===== config.mk =====
export PLATFORM = sky130hd
export DESIGN_NAME = display_i2c_write_framer_top
export DESIGN_NICKNAME = d
export VERILOG_FILES = /design/src/dwf_pkg.sv /design/src/dwf_plan.sv /design/src/dwf_emit.sv /design/src/display_i2c_write_framer_top.sv
export SDC_FILE = /design/constraint.sdc
export NUM_CORES = 1
export LEC_CHECK = 0
export ABC_AREA = 1
export BUFFER_PORTS_ARGS = -buffer_cell sky130_fd_sc_hd__buf_4
export CAP_MARGIN = 15
export CORE_MARGIN = 4
export CORE_UTILIZATION = 55
export CTS_BUF_LIST = sky130_fd_sc_hd__clkbuf_4 sky130_fd_sc_hd__clkbuf_8
export DETAILED_ROUTE_END_ITERATION = 10
export PLACE_DENSITY_LB_ADDON = 0.12
export RECOVER_POWER = 100
export SYNTH_ARGS = -nofsm -noshare
export SYNTH_HDL_FRONTEND = slang
export SYNTH_SLANG_ARGS = --single-unit

===== constraint.sdc =====
create_clock -name clk -period 2.5 [get_ports clk]
set_clock_uncertainty 0.1 [all_clocks]
set_input_delay 0.125 -clock clk [delete_from_list [all_inputs] [get_ports clk]]
set_output_delay 0.125 -clock clk [all_outputs]
set_load 0.05 [all_outputs]

===== src/dwf_pkg.sv =====
// ----------------------------------------------------------------------------
// dwf_pkg
// Shared types and codes for the display I2C write framer.
// ----------------------------------------------------------------------------
`default_nettype none

package dwf_pkg;

  // bus symbol codes
  localparam logic [1:0] SYM_START = 2'd0;
  localparam logic [1:0] SYM_BIT   = 2'd1;
  localparam logic [1:0] SYM_ACK   = 2'd2;
  localparam logic [1:0] SYM_STOP  = 2'd3;

  // opcodes
  localparam logic [1:0] OP_CMD    = 2'd0;
  localparam logic [1:0] OP_DATA   = 2'd1;
  localparam logic [1:0] OP_BURST  = 2'd2;
  localparam logic [1:0] OP_UNUSED = 2'd3;

  // register indexes
  localparam logic [1:0] REG_DEV_ADDR = 2'd0;
  localparam logic [1:0] REG_CMD_CTRL = 2'd1;
  localparam logic [1:0] REG_DAT_CTRL = 2'd2;

  // register reset values
  localparam logic [7:0] DEV_ADDR_RST = 8'h78;
  localparam logic [7:0] CMD_CTRL_RST = 8'h00;
  localparam logic [7:0] DAT_CTRL_RST = 8'h40;

  // emitter phases
  localparam logic [2:0] PH_LEAD  = 3'd0;
  localparam logic [2:0] PH_START = 3'd1;
  localparam logic [2:0] PH_ADDR  = 3'd2;
  localparam logic [2:0] PH_CTRL  = 3'd3;
  localparam logic [2:0] PH_PAY   = 3'd4;
  localparam logic [2:0] PH_TRAIL = 3'd5;

  // bit slot of the acknowledge clock within a byte
  localparam logic [3:0] ACK_SLOT = 4'd8;

  typedef struct packed {
    logic       lead_stop;
    logic       header;
    logic       trail_stop;
    logic [7:0] addr;
    logic [7:0] ctrl;
    logic [7:0] payload;
  } plan_t;

endpackage

`default_nettype wire


===== src/dwf_plan.sv =====
// ----------------------------------------------------------------------------
// dwf_plan
// Decodes one input item against the burst state into a frame plan and
// holds it until the emitter takes it.
// ----------------------------------------------------------------------------
`default_nettype none

module dwf_plan import dwf_pkg::*; (
  input  wire logic       clk,
  input  wire logic       rst,
  input  wire logic       in_valid,
  output logic            in_ready,
  input  wire logic [1:0] opcode,
  input  wire logic [7:0] payload,
  input  wire logic       burst_first,
  input  wire logic       burst_last,
  input  wire logic [7:0] dev_addr,
  input  wire logic [7:0] cmd_ctrl,
  input  wire logic [7:0] dat_ctrl,
  output logic            plan_valid,
  output plan_t           plan,
  input  wire logic       plan_take
);

  logic  burst_open;
  logic  burst_open_next;
  logic  accept;
  plan_t plan_next;

  assign in_ready = !plan_valid || plan_take;
  assign accept   = in_valid && in_ready;

  always_comb begin
    plan_next.addr    = dev_addr;
    plan_next.payload = payload;
    plan_next.ctrl    = dat_ctrl;
    plan_next.lead_stop  = 1'b0;
    plan_next.header     = 1'b1;
    plan_next.trail_stop = 1'b1;
    burst_open_next = burst_open;
    unique case (opcode)
      OP_CMD, OP_DATA: begin
        plan_next.ctrl      = (opcode == OP_CMD) ? cmd_ctrl : dat_ctrl;
        plan_next.lead_stop = burst_open;
        burst_open_next     = 1'b0;
      end
      OP_BURST: begin
        plan_next.lead_stop  = burst_first && burst_open;
        plan_next.header     = burst_first || !burst_open;
        plan_next.trail_stop = burst_last;
        burst_open_next      = !burst_last;
      end
      default: begin
        burst_open_next = burst_open;
      end
    endcase
  end

  always_ff @(posedge clk) begin
    if (rst) begin
      plan_valid <= 1'b0;
      burst_open <= 1'b0;
    end else begin
      if (accept && opcode != OP_UNUSED) begin
        plan_valid <= 1'b1;
      end else if (plan_take) begin
        plan_valid <= 1'b0;
      end
      if (accept) begin
        burst_open <= burst_open_next;
      end
    end
  end

  always_ff @(posedge clk) begin
    if (accept) begin
      plan <= plan_next;
    end
  end

endmodule

`default_nettype wire


===== src/dwf_emit.sv =====
// ----------------------------------------------------------------------------
// dwf_emit
// Walks a plan into the output register, one symbol per cycle unless stalled.
// ----------------------------------------------------------------------------
`default_nettype none

module dwf_emit import dwf_pkg::*; (
  input  wire logic       clk,
  input  wire logic       rst,
  input  wire logic       plan_valid,
  input  wire plan_t      plan,
  output logic            plan_take,
  output logic            out_valid,
  input  wire logic       out_ready,
  output logic [1:0]      symbol,
  output logic            bit_value,
  output logic            last_symbol
);

  plan_t      cur;
  logic       busy;
  logic [2:0] phase;
  logic [2:0] phase_next;
  logic [3:0] slot;
  logic       out_load;
  logic       emit;
  logic       cur_last;
  logic [1:0] sym_now;
  logic       bit_now;
  logic [7:0] byte_now;
  logic [2:0] first_phase;

  assign out_load  = !out_valid || out_ready;
  assign emit      = busy && out_load;
  assign cur_last  = (phase == PH_TRAIL) ||
                     (phase == PH_PAY && slot == ACK_SLOT && !cur.trail_stop);
  assign plan_take = plan_valid && (!busy || (emit && cur_last));

  assign first_phase = plan.lead_stop ? PH_LEAD : (plan.header ? PH_START : PH_PAY);

  always_comb begin
    unique case (phase)
      PH_ADDR: byte_now = cur.addr;
      PH_CTRL: byte_now = cur.ctrl;
      default: byte_now = cur.payload;
    endcase
  end

  always_comb begin
    sym_now = SYM_STOP;
    bit_now = 1'b0;
    unique case (phase)
      PH_START: sym_now = SYM_START;
      PH_ADDR, PH_CTRL, PH_PAY: begin
        if (slot == ACK_SLOT) begin
          sym_now = SYM_ACK;
        end else begin
          sym_now = SYM_BIT;
          bit_now = byte_now[3'd7 - slot[2:0]];
        end
      end
      default: sym_now = SYM_STOP;
    endcase
  end

  always_comb begin
    unique case (phase)
      PH_LEAD:  phase_next = cur.header ? PH_START : PH_PAY;
      PH_START: phase_next = PH_ADDR;
      PH_ADDR:  phase_next = PH_CTRL;
      PH_CTRL:  phase_next = PH_PAY;
      default:  phase_next = PH_TRAIL;
    endcase
  end

  always_ff @(posedge clk) begin
    if (rst) begin
      busy      <= 1'b0;
      out_valid <= 1'b0;
      phase     <= PH_LEAD;
      slot      <= '0;
    end else begin
      if (plan_take) begin
        busy  <= 1'b1;
        phase <= first_phase;
        slot  <= '0;
      end else if (emit) begin
        if (cur_last) begin
          busy <= 1'b0;
        end else if ((phase == PH_ADDR || phase == PH_CTRL || phase == PH_PAY) &&
                     slot != ACK_SLOT) begin
          slot <= slot + 4'd1;
        end else begin
          phase <= phase_next;
          slot  <= '0;
        end
      end
      if (out_load) begin
        out_valid <= emit;
      end
    end
  end

  always_ff @(posedge clk) begin
    if (plan_take) begin
      cur <= plan;
    end
    if (out_load) begin
      symbol      <= sym_now;
      bit_value   <= bit_now;
      last_symbol <= cur_last;
    end
  end

endmodule

`default_nettype wire


===== src/display_i2c_write_framer_top.sv =====
// ----------------------------------------------------------------------------
// display_i2c_write_framer_top
// Write-only I2C framer: turns command, data and burst bytes into bus symbols.
// ----------------------------------------------------------------------------
// An item's first symbol passes the plan, emitter-state and output registers.
// Throughput: one symbol per cycle while out_ready allows; item length is set
//   by the number of symbols it causes (ack-clocked bytes plus start/stop).
// A second item is held in the plan register while the current one emits.
// Reset (synchronous): burst closed, outputs empty, registers to defaults.
`default_nettype none

module display_i2c_write_framer_top import dwf_pkg::*; (
  input  wire logic       clk,
  input  wire logic       rst,
  input  wire logic       in_valid,
  output logic            in_ready,
  input  wire logic [1:0] opcode,
  input  wire logic [7:0] payload,
  input  wire logic       burst_first,
  input  wire logic       burst_last,
  output logic            out_valid,
  input  wire logic       out_ready,
  output logic [1:0]      symbol,
  output logic            bit_value,
  output logic            last_symbol,
  input  wire logic       cfg_valid,
  output logic            cfg_ready,
  input  wire logic [1:0] cfg_index,
  input  wire logic [7:0] cfg_data
);

  logic [7:0] dev_addr;
  logic [7:0] cmd_ctrl;
  logic [7:0] dat_ctrl;
  logic       plan_valid;
  plan_t      plan;
  logic       plan_take;

  assign cfg_ready = 1'b1;

  always_ff @(posedge clk) begin
    if (rst) begin
      dev_addr <= DEV_ADDR_RST;
      cmd_ctrl <= CMD_CTRL_RST;
      dat_ctrl <= DAT_CTRL_RST;
    end else if (cfg_valid) begin
      unique case (cfg_index)
        REG_DEV_ADDR: dev_addr <= cfg_data;
        REG_CMD_CTRL: cmd_ctrl <= cfg_data;
        REG_DAT_CTRL: dat_ctrl <= cfg_data;
        default: ;
      endcase
    end
  end

  dwf_plan u_plan (
    .clk         (clk),
    .rst         (rst),
    .in_valid    (in_valid),
    .in_ready    (in_ready),
    .opcode      (opcode),
    .payload     (payload),
    .burst_first (burst_first),
    .burst_last  (burst_last),
    .dev_addr    (dev_addr),
    .cmd_ctrl    (cmd_ctrl),
    .dat_ctrl    (dat_ctrl),
    .plan_valid  (plan_valid),
    .plan        (plan),
    .plan_take   (plan_take)
  );

  dwf_emit u_emit (
    .clk         (clk),
    .rst         (rst),
    .plan_valid  (plan_valid),
    .plan        (plan),
    .plan_take   (plan_take),
    .out_valid   (out_valid),
    .out_ready   (out_ready),
    .symbol      (symbol),
    .bit_value   (bit_value),
    .last_symbol (last_symbol)
  );

endmodule

`default_nettype wire


======== Word-level counts from Yosys, hierarchy flattened ========
Index checks and enable logic that the tools add are counted.
storage, ports and cells
  flip-flop bits (word level) ............. 92
  input port bits ......................... 27
  output and inout port bits .............. 7
  word-level logic and storage cells ...... 105
cells by class
  add/sub/neg operators ................... 2
  $lt $le $gt $ge ......................... 1
  eq/ne operators ......................... 14
  multiplexer cells ....................... 23
  bitwise gates (word level) .............. 2
  reduce and logical (&&, ||, !) cells .... 40
operator list
  kind                 number
  $mux 3               7
  $mux 8               2
  $pmux 8 s2           1
  $pmux 3 s4           1
  $reduce_and 2->1     6
  $logic_and 1x1->1    9
  $reduce_bool 2->1    4
  $logic_or 1x1->1     7
  $eq 3x2->1 const B   2
  $eq 3x3->1 const B   2
  $logic_not 1->1      6
  $mux 1               6
  $ne 2x2->1 const B   3
  $reduce_or 2->1      3
  $add 4x1->4 const B  1
  $eq 2x1->1 const B   2
  $eq 2x2->1 const B   2
  $eq 4x4->1 const B   1
  $logic_not 2->1      2
  $lt 3x4->1 const B   1
  $mux 4               1
  $ne 4x4->1 const B   1
  $pmux 1 s2           2
  $pmux 2 s2           1
  8 further kinds      9

======== Logic depth before layout (Yosys ltp) ========
Gate-level depths: netlist of the first run.
  depth after elaboration ................. 11
  mapped depth ............................ 14
  mapped depth without buffers ............ 14

======== Cells and area by module ========
A second synthesis of the first run with hierarchy kept.
second synthesis, totals
  cells, all modules ...................... 383
  area total of the unflattened synthesis .. 3,794.9 um^2
modules (own cells, without submodules)
  module                        times used  cells an instance  area each (um^2)  sequential area each (um^2)
  dwf_emit                      1           159                1,671.6           1,081.0
  display_i2c_write_framer_top  1           150                1,072.3           480.5
  dwf_plan                      1           74                 1,051.0           850.8

======== Least setup slack after synthesis of the first run ========
No wires, ideal clock.
  kind .................................... register to register
  from .................................... register u_emit.slot[0]
  to ...................................... register, netlist name u_plan.plan[0]
  setup time .............................. 382 ps
  arrival time ............................ 2,076 ps
  required time ........................... 2,018 ps
  path slack .............................. -58 ps
  stages on the path, launching flop included .. 11
  buffers on the path ..................... 0
  period minus slack after synthesis ...... 2,558 ps
  path through ............................ dfxtp_1 inv_1 ha_1 nand2_1 nor2_2 nand2_1 nand2_1 nand3_2 nand3_1 nand2_1 inv_1
on the way
  longest elaborated chain between the ends .. 9
ends and longest elaborated chain
  what                             RTL line                            RTL
  from (decl)                      dwf_emit.sv:24                      logic [3:0] slot;
  from (signal assigned)           dwf_emit.sv:92                      slot <= slot + 4'd1;
  $eq 4x4->1                       dwf_emit.sv:36                      (phase == PH_PAY && slot == ACK_SLOT && !cur.trail_stop);
  $logic_and 1x1->1 (2 in series)  dwf_emit.sv:36
  $logic_or 1x1->1                 dwf_emit.sv:35                      assign cur_last = (phase == PH_TRAIL) ||
  $logic_and 1x1->1                dwf_emit.sv:37                      assign plan_take = plan_valid && (!busy || (emit && cur_last));
  $logic_or 1x1->1                 dwf_emit.sv:37
  $logic_and 1x1->1                dwf_emit.sv:37
  $logic_or 1x1->1                 dwf_plan.sv:30                      assign in_ready = !plan_valid || plan_take;
  net in_ready                     display_i2c_write_framer_top.sv:16  output logic in_ready,
  $logic_and 1x1->1                dwf_plan.sv:31                      assign accept = in_valid && in_ready;
  net u_plan.accept                dwf_plan.sv:27                      logic accept;
The timed path passes the listed nets, and every way through them passes these cells.
A chain may end at the register's enable or synchronous reset.

======== Final worst setup path of the first run ========
  from .................................... register u_emit.slot[0]
  to ...................................... register u_plan.burst_open
on the way
  longest elaborated chain between the ends .. 10
ends and longest elaborated chain
  what                             RTL line        RTL
  $eq 4x4->1                       dwf_emit.sv:36
  $logic_and 1x1->1 (2 in series)  dwf_emit.sv:36
  $logic_or 1x1->1                 dwf_emit.sv:35
  $logic_and 1x1->1                dwf_emit.sv:37
  $logic_or 1x1->1                 dwf_emit.sv:37
  $logic_and 1x1->1                dwf_emit.sv:37
  $logic_or 1x1->1                 dwf_plan.sv:30
  $logic_and 1x1->1                dwf_plan.sv:31
  $reduce_and 2->1 (no line)       --
  to (signal assigned)             dwf_plan.sv:70  burst_open <= burst_open_next;
  to (decl)                        dwf_plan.sv:25  logic burst_open;
Every way passes these cells.

==> results of run 1 <==
[cell usage after synthesis]
library cell	instances	area share (%)
conb_1	1	0.11
o21ai_2	1	0.25
buf_2	2	0.28
nand3_1	22	3.1
nand2_4	2	0.63
inv_1	23	2.4
nor2_2	4	0.70
dfxtp_1	35	20
xor2_1	2	0.49
nand2_1	62	6.5
o22ai_1	2	0.35
nand3_2	1	0.28
inv_2	2	0.21
nand2_2	3	0.53
mux2_2	8	2.5
ha_1	2	0.70
nand4_1	2	0.35
a21oi_1	14	2.0
o21ai_0	25	3.5
nand3b_1	1	0.21
o211ai_1	1	0.21
a211oi_1	1	0.21
clkbuf_1	2	0.21
nor3_2	2	0.56
buf_4	1	0.21
nor2_1	51	5.4
edfxtp_1	57	48
or2_2	1	0.18
a22oi_1	1	0.21
[cell type report]
cell class,instances,area [um2],share of cell area [%]
repair inverters,1,7.507,0.1750
repair buffers,58,460.4,10.73
inverters,25,97.59,2.275
flip-flops and latches,92,2412,56.23
multi-input cells,209,1017,23.71
clock buffers,11,138.9,3.237
clock inverters,5,60.06,1.400
well taps,77,96.34,2.246
[cells in the final DEF, fill, tap and decap left out, drive strengths merged, types with 2 or more instances in the layout]
master / n
nor2: 55
clkinv: 2
nand3: 23
ha: 2
nand2: 67
dfxtp: 35
xor2: 2
inv: 25
clkinvlp: 3
a21oi: 14
nand4: 2
mux2: 8
o21ai: 26
nor3: 2
buf: 17
o22ai: 2
dlygate4sd3: 23
clkbuf: 29
edfxtp: 57
[worst max-delay path, cell delays in order, from the launching register on]
cell	delay (ns)
dfxtp_1	0.36
inv_1	0.17
ha_1	0.17
nand2_1	0.06
nor2_1	0.15
nand2_1	0.07
nand2_1	0.10
nand3_2	0.09
nand3_2	0.11
nand3_1	0.09
nand2_1	0.07
a21oi_1	0.06
dlygate4sd3_1	0.56
[registers in the layout (all words and copies together), names as in the netlist]
signal and flops:
u_emit.bit_value 1, u_emit.symbol 2, cmd_ctrl 8, u_emit.phase 3
u_plan.plan 27, u_emit.cur 26, u_emit.out_valid 1, dat_ctrl 8
u_emit.busy 1, u_emit.slot 4, u_plan.plan_valid 1, u_emit.last_symbol 1
dev_addr 8, u_plan.burst_open 1
[per-stage QoR]
stage / setup slack [ns] / util (%) / instances / cell area (um2) / power (uW)
6_report: 0.2332 / 67.95 / 478 / 4290 / 3104
3_3_place_gp: 0.2011 / 61.87 / 438 / 3906 / 2141
3_5_place_dp: 0.1277 / 61.87 / 438 / 3906 / 2150
4_1_cts: 0.1180 / 68.67 / 477 / 4335 / 3159
2_1_floorplan: 0.1040 / - / 331 / 3572 / 2028
5_1_grt: 0.01810 / 67.95 / 478 / 4290 / 3250
[cells by family (layout without fill, tap and decap cells)]
| group | Yosys count | in the layout | synth area share (%) |
|---|---|---|---|
| AOI/OAI and AO/OA | 45 | 45 | 6.707 |
| xor gates and xnor gates | 2 | 2 | 0.4917 |
| adders and majority gates | 2 | 2 | 0.7021 |
| buffers and inverters | 30 | 100 | 3.336 |
| DFF | 92 | 92 | 67.70 |
| muxes | 8 | 8 | 2.528 |
| other | 1 | 1 | 0.1052 |
| and+or+nand+nor | 151 | 151 | 18.43 |
[where the power goes]
group,switching (uW),leakage [uW],total [uW],internal [uW]
Clock,497,0.000101,986,489
Sequential,40.7,0.000822,1750,1710
Combinational,236,0.000812,366,130
[worst max path at each step]
stage                                       start                             end  cells after the start
detailed placement    u_emit.slot[0]$_SDFFE_PP0P_        u_plan.plan[7]$_DFFE_PP_                     10
finish                u_emit.slot[0]$_SDFFE_PP0P_  u_plan.burst_open$_SDFFE_PP0P_                     12
floorplan           u_emit.out_valid$_SDFFE_PP0P_        u_plan.plan[0]$_DFFE_PP_                      5
CTS                   u_emit.slot[0]$_SDFFE_PP0P_       u_plan.plan[20]$_DFFE_PP_                     10
global placement      u_emit.slot[0]$_SDFFE_PP0P_        u_plan.plan[2]$_DFFE_PP_                     10
global route          u_emit.slot[0]$_SDFFE_PP0P_        u_emit.cur[22]$_DFFE_PP_                     11
[routing by layer]
metal | up-vias | wire length (um) | track usage (%)
met5 | - | 0 | 0
met3 | 2 | 257 | 4.749
li1 | 1245 | - | -
met4 | 0 | 19 | 5.357
met2 | 58 | 3217 | 28.55
met1 | 1107 | 2959 | 23.05
[what timing repair did]
action,CTS,global route
setup endpoints to repair,0,27
resized for setup,0,1
hold buffers,23,0
endpoints found under the hold margin,38,0
==> flow_summary.ini, run 1 <==
[status]
status = finished clean

[place]
portBuffers = 32
hpwl_um = 4411
gp_congestion = 0.8016

[critical_path]
rr_worst_depth = 12
r2r_setup_slack_ns = 0.23
crit_type = flop to flop
arrival_ns = 2.40
critPathRequiredTime_ns = 2.63
r2r-start = u_emit.slot[0]$_SDFFE_PP0P_
reg2reg_to = u_plan.burst_open$_SDFFE_PP0P_
crit_fanout = 6
startpoint_type = flop
endpoint_kind = flop

[synthesis]
synth_area_per_cell_um2 = 10.77
synthesis.area_mm2 = 0.003563
ys_ff_latch = 92
ys_seq_area_share_pct = 67.70
syn-num-nets = 360
syn_inst = 331
yosys_warnings = 0
ys_types = 29

[global_routing]
grt_max_degree = 28
grt_pass1_wl_um = 10410
grt_pass1_vias = 2275
overflow = 0
grt_use_total_pct = 17.52
antenna_found_initial = 0

[clock_tree]
cts_root_buffer = clkbuf_8
clk_pin_slew_ns = 0.09
htree_levels = 3
cts_setup_buffers = 0
cts_tree = built
worstSkewPairLatency_ns = 0.34
numCtsBuffers = 9
clk_path_buf_depth = 2
clock_sinks = 92

[die]
die_h_um = 88.49
core-area_mm2 = 0.006314
floorplan.rows = 29
ios = 34
dieWidth_um = 88.49
die_area_mm2 = 0.007830
start_util_pct = 56.44

[sta]
slew_headroom_pct = 39.37
setup_viol = 0
fin_crit_ns = 2.267
hold_viol = 0
min_period_over_period_pct = 90.67
max_freq_ghz = 0.4412
setup_tns_ns = 0
rsz0062_at_grt = false
maxSlewViolCount = 0
timing.hold.ws_ns = 0.02356
worst_pin_slew_ns = 0.9095

[routing]
route.detailed.drc = 0
wl_per_cell_um = 13.50
ant_nets = 0
dr.pass1.iters = 5
vias = 2412
drt_first_iter_violations = 131
viasPerCell = 5.046
totalWireLength_um = 6453

[layout]
nNetsFinal = 425
fillers = 479
drive_gt1_share_pct = 15.21
area_growth_pct = 20.40
diodes = 0

[pwr]
p_per_area_mw_per_mm2 = 723.4
vdd_drop_max_mv = 0.3991
cellLeakagePower_uw = 0.001735

[worst_hold_path]
holdPathStages = 5
hold_class = input pin to flop
whs_endpoint = u_plan.plan_valid$_SDFFE_PP0P_
worstHoldStart = in_valid

[flow_run]
cap_violations = 0
No activity file was read; power rests on OpenSTA's default activity.
==> inputs of run 2 (changes only) <==
==> constraint.sdc (replaced) <==
create_clock -name clk -period 2 [get_ports clk]
set_clock_uncertainty 0.1 [all_clocks]
set_input_delay 0.1 -clock clk [delete_from_list [all_inputs] [get_ports clk]]
set_output_delay 0.1 -clock clk [all_outputs]
set_load 0.05 [all_outputs]
==> flow_summary.ini, run 2 (synthesis gave the netlist of run 1 again) <==
[place]
hpwl_um = 4486
gp_congestion = 0.7752
portBuffers = 32
place_worst_setup_slack_ns = 0.08298

[critical_path]
r2r-start = u_emit.slot[0]$_SDFFE_PP0P_
slowest_delay_ns = 0.38
r2r_setup_slack_ns = 0.05
critPathBufInv = 3
critPathLaunch = u_emit.slot[0]$_SDFFE_PP0P_
reg2reg_to = u_emit.cur[9]$_DFFE_PP_
critPathRequiredTime_ns = 1.97
cp_num_cells = 11
slowest_stage = dfxtp_4
startpoint_type = flop
crit_path_cell_trace = inv_6 > ha_4 > nand2_2 > nor2_4 > nand2_1 > nand2_2 > nand3_4 > nand2_4 > nand2_4 > clkinvlp_4 > clkbuf_16
endpoint_kind = flop
crit_type = flop to flop
critical-path-top-delay-family = simple AND/OR/NAND/NOR gates
rr_worst_depth = 11
arrival_ns = 1.92
crit_fanout = 8

[sta]
hold_viol = 0
maxSlewViolCount = 0
setup_tns_ns = 0
max_freq_ghz = 0.5125
fin_crit_ns = 1.951
min_period_over_period_pct = 97.56
final.setup.worst_slack_ns = 0.04882
setup_viol = 0
worst_pin_slew_ns = 0.8154
slew_headroom_pct = 45.64

[layout]
area_growth_pct = 26.47
final_cell_mix = 59 x nand2_1, 57 x edfxtp_1, 51 x nor2_1
diodes = 0
drive_gt1_share_pct = 21.13
layout_commonest_cell = nand2_1
fillers = 458
regMostFlops = u_plan.plan
multi_input_area_mm2 = 0.001082
largestRegisters = u_plan.plan x27, u_emit.cur x26
nNetsFinal = 431
largest_reg_flops = 27
seq_area_mm2 = 0.002417

[clock_tree]
cts_tree = built
cts_root_buffer = clkbuf_8
htree_levels = 3
worstSkewPairLatency_ns = 0.35
clk_pin_slew_ns = 0.09
clock_sinks = 92
clk_path_buf_depth = 2
numCtsBuffers = 9

[routing]
dr.pass1.iters = 5
vias = 2488
route.detailed.drc = 0
totalWireLength_um = 6892
drt_first_iter_violations = 121
wl_per_cell_um = 14.24
viasPerCell = 5.140
ant_nets = 0

[worst_hold_path]
holdPathStages = 5
hold_class = input pin to flop
worstHoldStart = cfg_index[0]
whs_endpoint = dev_addr[4]$_SDFFE_PP1P_

[die]
dieWidth_um = 88.49
start_util_pct = 56.44
floorplan.rows = 29
die_area_mm2 = 0.007830
die_h_um = 88.49
core-area_mm2 = 0.006314
ios = 34

[global_routing]
antenna_found_initial = 0
grt_use_total_pct = 18.62
grt_pass1_wl_um = 11090
overflow = 0
grt_pass1_vias = 2442
grt_max_degree = 28

[pwr]
cellLeakagePower_uw = 0.001799
total_power_uw = 4088
vdd_drop_max_mv = 0.6144
p_per_area_mw_per_mm2 = 907.0

[status]
status = finished clean

[flow_run]
cap_violations = 0
==> run 2: cell types whose count changed in the layout (fill, tap and decap cells not counted), moves of 3 or more <==
cell	change
nand2_2	+4
nor2_1	-3
buf_4	+5
nand2_1	-6
inv_1	-4
==> run 2: layout make-up <==
type	count	area share, %
clock inverters	6	2.138
clock buffers	10	2.915
inverters	25	2.360
multi-input cells	209	24.01
flip-flops and latches	92	53.64
well taps	77	2.138
repair buffers	65	12.80
==> run 2: worst max path at each step <==
| stage | slack, ns | to |
|---|---|---|
| floorplan | -0.04 | u_plan.plan[0]$_DFFE_PP_ |
| global placement | 0.15 | u_emit.cur[8]$_DFFE_PP_ |
| detailed placement | 0.08 | u_emit.cur[0]$_DFFE_PP_ |
| CTS | 0.06 | u_emit.cur[23]$_DFFE_PP_ |
| global route | -0.04 | u_emit.cur[21]$_DFFE_PP_ |
| finish | 0.05 | u_emit.cur[9]$_DFFE_PP_ |
==> run 2: worst register-to-register path, delay by kind of cell, from the launching register on <==
kind,cells,cell delay (ns)
flip-flops,1,0.38
AND/OR/NAND/NOR,7,0.61
buffers and inverters,3,0.45
adder cells (fa/ha/maj),1,0.13
==> run 2: repair_timing <==
item                       CTS  global route
setup endpoints to repair    0            54
buffers inserted             0             1
hold buffers                22             0
hold endpoints to repair    38             0
resized for setup            0             5
==> run 2: report_power, final <==
part | leakage [uW] | switching, uW | internal, uW
Combinational | 0.000863 | 324 | 200
Clock | 0.000112 | 637 | 733
Sequential | 0.000823 | 55.9 | 2140
Total | 0.00180 | 1020 | 3070
==> run 2: metrics by stage <==
stage               utilization [%]  cells  hold WS (ns)  area, um2
finish                        71.38    484       0.09037       4507
CTS                           70.43    480       0.07636       4447
floorplan                         -    331       0.06165       3610
global placement              63.34    442        0.1782       3999
global route                  71.38    484       0.09228       4507
detailed placement            63.34    442        0.1796       3999
==> run 2: routing by layer <==
layer / part of all wire [%] / up-vias / track usage [%]
met1: 42 / 1142 / 23.85
met4: 1.2 / 0 / 7.830
met2: 51 / 76 / 29.44
met3: 5.9 / 8 / 5.866
met5: 0 / - / 0
li1: - / 1262 / -
==> inputs of run 3 (changes only) <==
--- a/config.mk
+++ b/config.mk
@@ -8,8 +8,10 @@
 export ABC_AREA = 1
 export BUFFER_PORTS_ARGS = -buffer_cell sky130_fd_sc_hd__buf_4
 export CAP_MARGIN = 15
+export CELL_PAD_IN_SITES_DETAIL_PLACEMENT = 0
+export CELL_PAD_IN_SITES_GLOBAL_PLACEMENT = 1
 export CORE_MARGIN = 4
-export CORE_UTILIZATION = 55
+export CORE_UTILIZATION = 44
 export CTS_BUF_LIST = sky130_fd_sc_hd__clkbuf_4 sky130_fd_sc_hd__clkbuf_8
 export DETAILED_ROUTE_END_ITERATION = 10
 export PLACE_DENSITY_LB_ADDON = 0.12
==> flow_summary.ini, run 3 (synthesis gave the netlist of run 1 again) <==
[global_routing]
overflow = 0
grt_pass1_vias = 2342
antenna_found_initial = 0
grt_use_total_pct = 14.54
grt_pass1_wl_um = 11070
grt_max_degree = 28

[layout]
largestRegisters = u_plan.plan x27, u_emit.cur x26
drive_gt1_share_pct = 19.51
final_cell_mix = 61 x nand2_1, 57 x edfxtp_1, 52 x nor2_1
layout_commonest_cell = nand2_1
largest_reg_flops = 27
area_growth_pct = 25.98
diodes = 0
stdcell_count = 512
finalCoreUtilization_pct = 57.50
nNetsFinal = 434
regMostFlops = u_plan.plan

[sta]
maxSlewViolCount = 0
slew_headroom_pct = 51.56
fin_crit_ns = 1.910
rsz0062_at_grt = false
setup_tns_ns = 0
setup_viol = 0
min_period_over_period_pct = 95.49
worst_pin_slew_ns = 0.7240
hold_viol = 0
max_freq_ghz = 0.5236
timing.hold.ws_ns = 0.01557

[die]
die_h_um = 97.99
start_util_pct = 45.64
dieWidth_um = 97.99
ios = 34
core-area_mm2 = 0.007807
die_area_mm2 = 0.009602
floorplan.rows = 32

[critical_path]
reg2reg_to = u_emit.cur[8]$_DFFE_PP_
r2r-start = u_emit.slot[0]$_SDFFE_PP0P_
startpoint_type = flop
critPathRequiredTime_ns = 1.96
endpoint_kind = flop
arrival_ns = 1.87
r2r_setup_slack_ns = 0.09
rr_worst_depth = 11
crit_fanout = 8
crit_type = flop to flop

[worst_hold_path]
holdPathStages = 4
worstHoldStart = cfg_index[1]
whs_endpoint = dev_addr[6]$_SDFFE_PP1P_
hold_class = input pin to flop

[clock_tree]
worstSkewPairLatency_ns = 0.35
numCtsBuffers = 9
clock_sinks = 92
clk_path_buf_depth = 2
cts_tree = built
clk_pin_slew_ns = 0.09
htree_levels = 3
cts_root_buffer = clkbuf_8

[routing]
drt_first_iter_violations = 91
viasPerCell = 4.781
route.detailed.drc = 0
vias = 2448
wl_per_cell_um = 13.26
totalWireLength_um = 6789
dr.pass1.iters = 4
ant_nets = 0

[flow_run]
cap_violations = 0

[place]
dp_cells = 465
portBuffers = 32
gp_congestion = 0.8061
hpwl_um = 4627

[pwr]
cellLeakagePower_uw = 0.001776
p_per_area_mw_per_mm2 = 876.9
vdd_drop_max_mv = 0.4774
total_power_uw = 3937

[status]
status = finished clean
[run 3: per-layer routing]
layer  vias to the layer above  part of all wire (%)  wire, um  track usage, %
met5                         -                     0         0               0
met4                         0                   1.1        75           4.792
met3                         7                   4.1       277           4.143
met2                        45                    50      3377           23.82
met1                      1126                    45      3059           18.63
li1                       1270                     -         -               -
[run 3: timing repair]
item                                   CTS  global route
setup buffers                            0             2
endpoints found under the hold margin   40             0
hold buffers                            26             0
resized for setup                        0             5
setup endpoints to repair                0            27
[run 3: area by class of cell]
type / count / area (um2)
Fill cell: 689 / 3318
Sequential cell: 92 / 2417
Multi-Input combinational cell: 209 / 1065
Timing Repair Buffer: 68 / 575.6
Clock buffer: 10 / 131.4
Tap cell: 102 / 127.6
Inverter: 25 / 103.9
Clock inverter: 6 / 68.82
[run 3: worst max path at each step]
stage,start,slack (ns),to,cells after the start
after CTS,u_emit.slot[0]$_SDFFE_PP0P_,0.09,u_emit.cur[23]$_DFFE_PP_,11
final,u_emit.slot[0]$_SDFFE_PP0P_,0.09,u_emit.cur[8]$_DFFE_PP_,11
after detailed placement,u_emit.slot[0]$_SDFFE_PP0P_,0.11,u_emit.cur[18]$_DFFE_PP_,11
after floorplan,u_emit.slot[0]$_SDFFE_PP0P_,-0.04,u_plan.plan[0]$_DFFE_PP_,10
after global routing,u_emit.slot[0]$_SDFFE_PP0P_,0.01,u_emit.cur[8]$_DFFE_PP_,11
after global placement,u_emit.slot[0]$_SDFFE_PP0P_,0.14,u_emit.cur[18]$_DFFE_PP_,11
[run 3: power breakdown]
part | leakage, uW | switching, uW | total, uW | internal [uW]
clock | 0.000101 | 638 | 1240 | 603
sequential | 0.000823 | 52.8 | 2190 | 2140
combinational | 0.000852 | 314 | 505 | 191
[run 3: critical path: stages (launching register included)]
cell	delay, ns
dfxtp_4	0.37
inv_4	0.09
ha_4	0.13
nand2_2	0.06
nor2_4	0.09
nand2_1	0.07
nand2_2	0.09
nand3_4	0.09
nand2_4	0.11
nand2_4	0.08
clkinvlp_4	0.13
clkbuf_4	0.21
[run 3: per-stage QoR]
stage	setup WS, ns	instance area [um2]
CTS	0.08870	4476
finish	0.09027	4489
global route	0.01062	4489
detailed placement	0.1060	4015
global placement	0.1397	4015
floorplan	-0.04267	3610
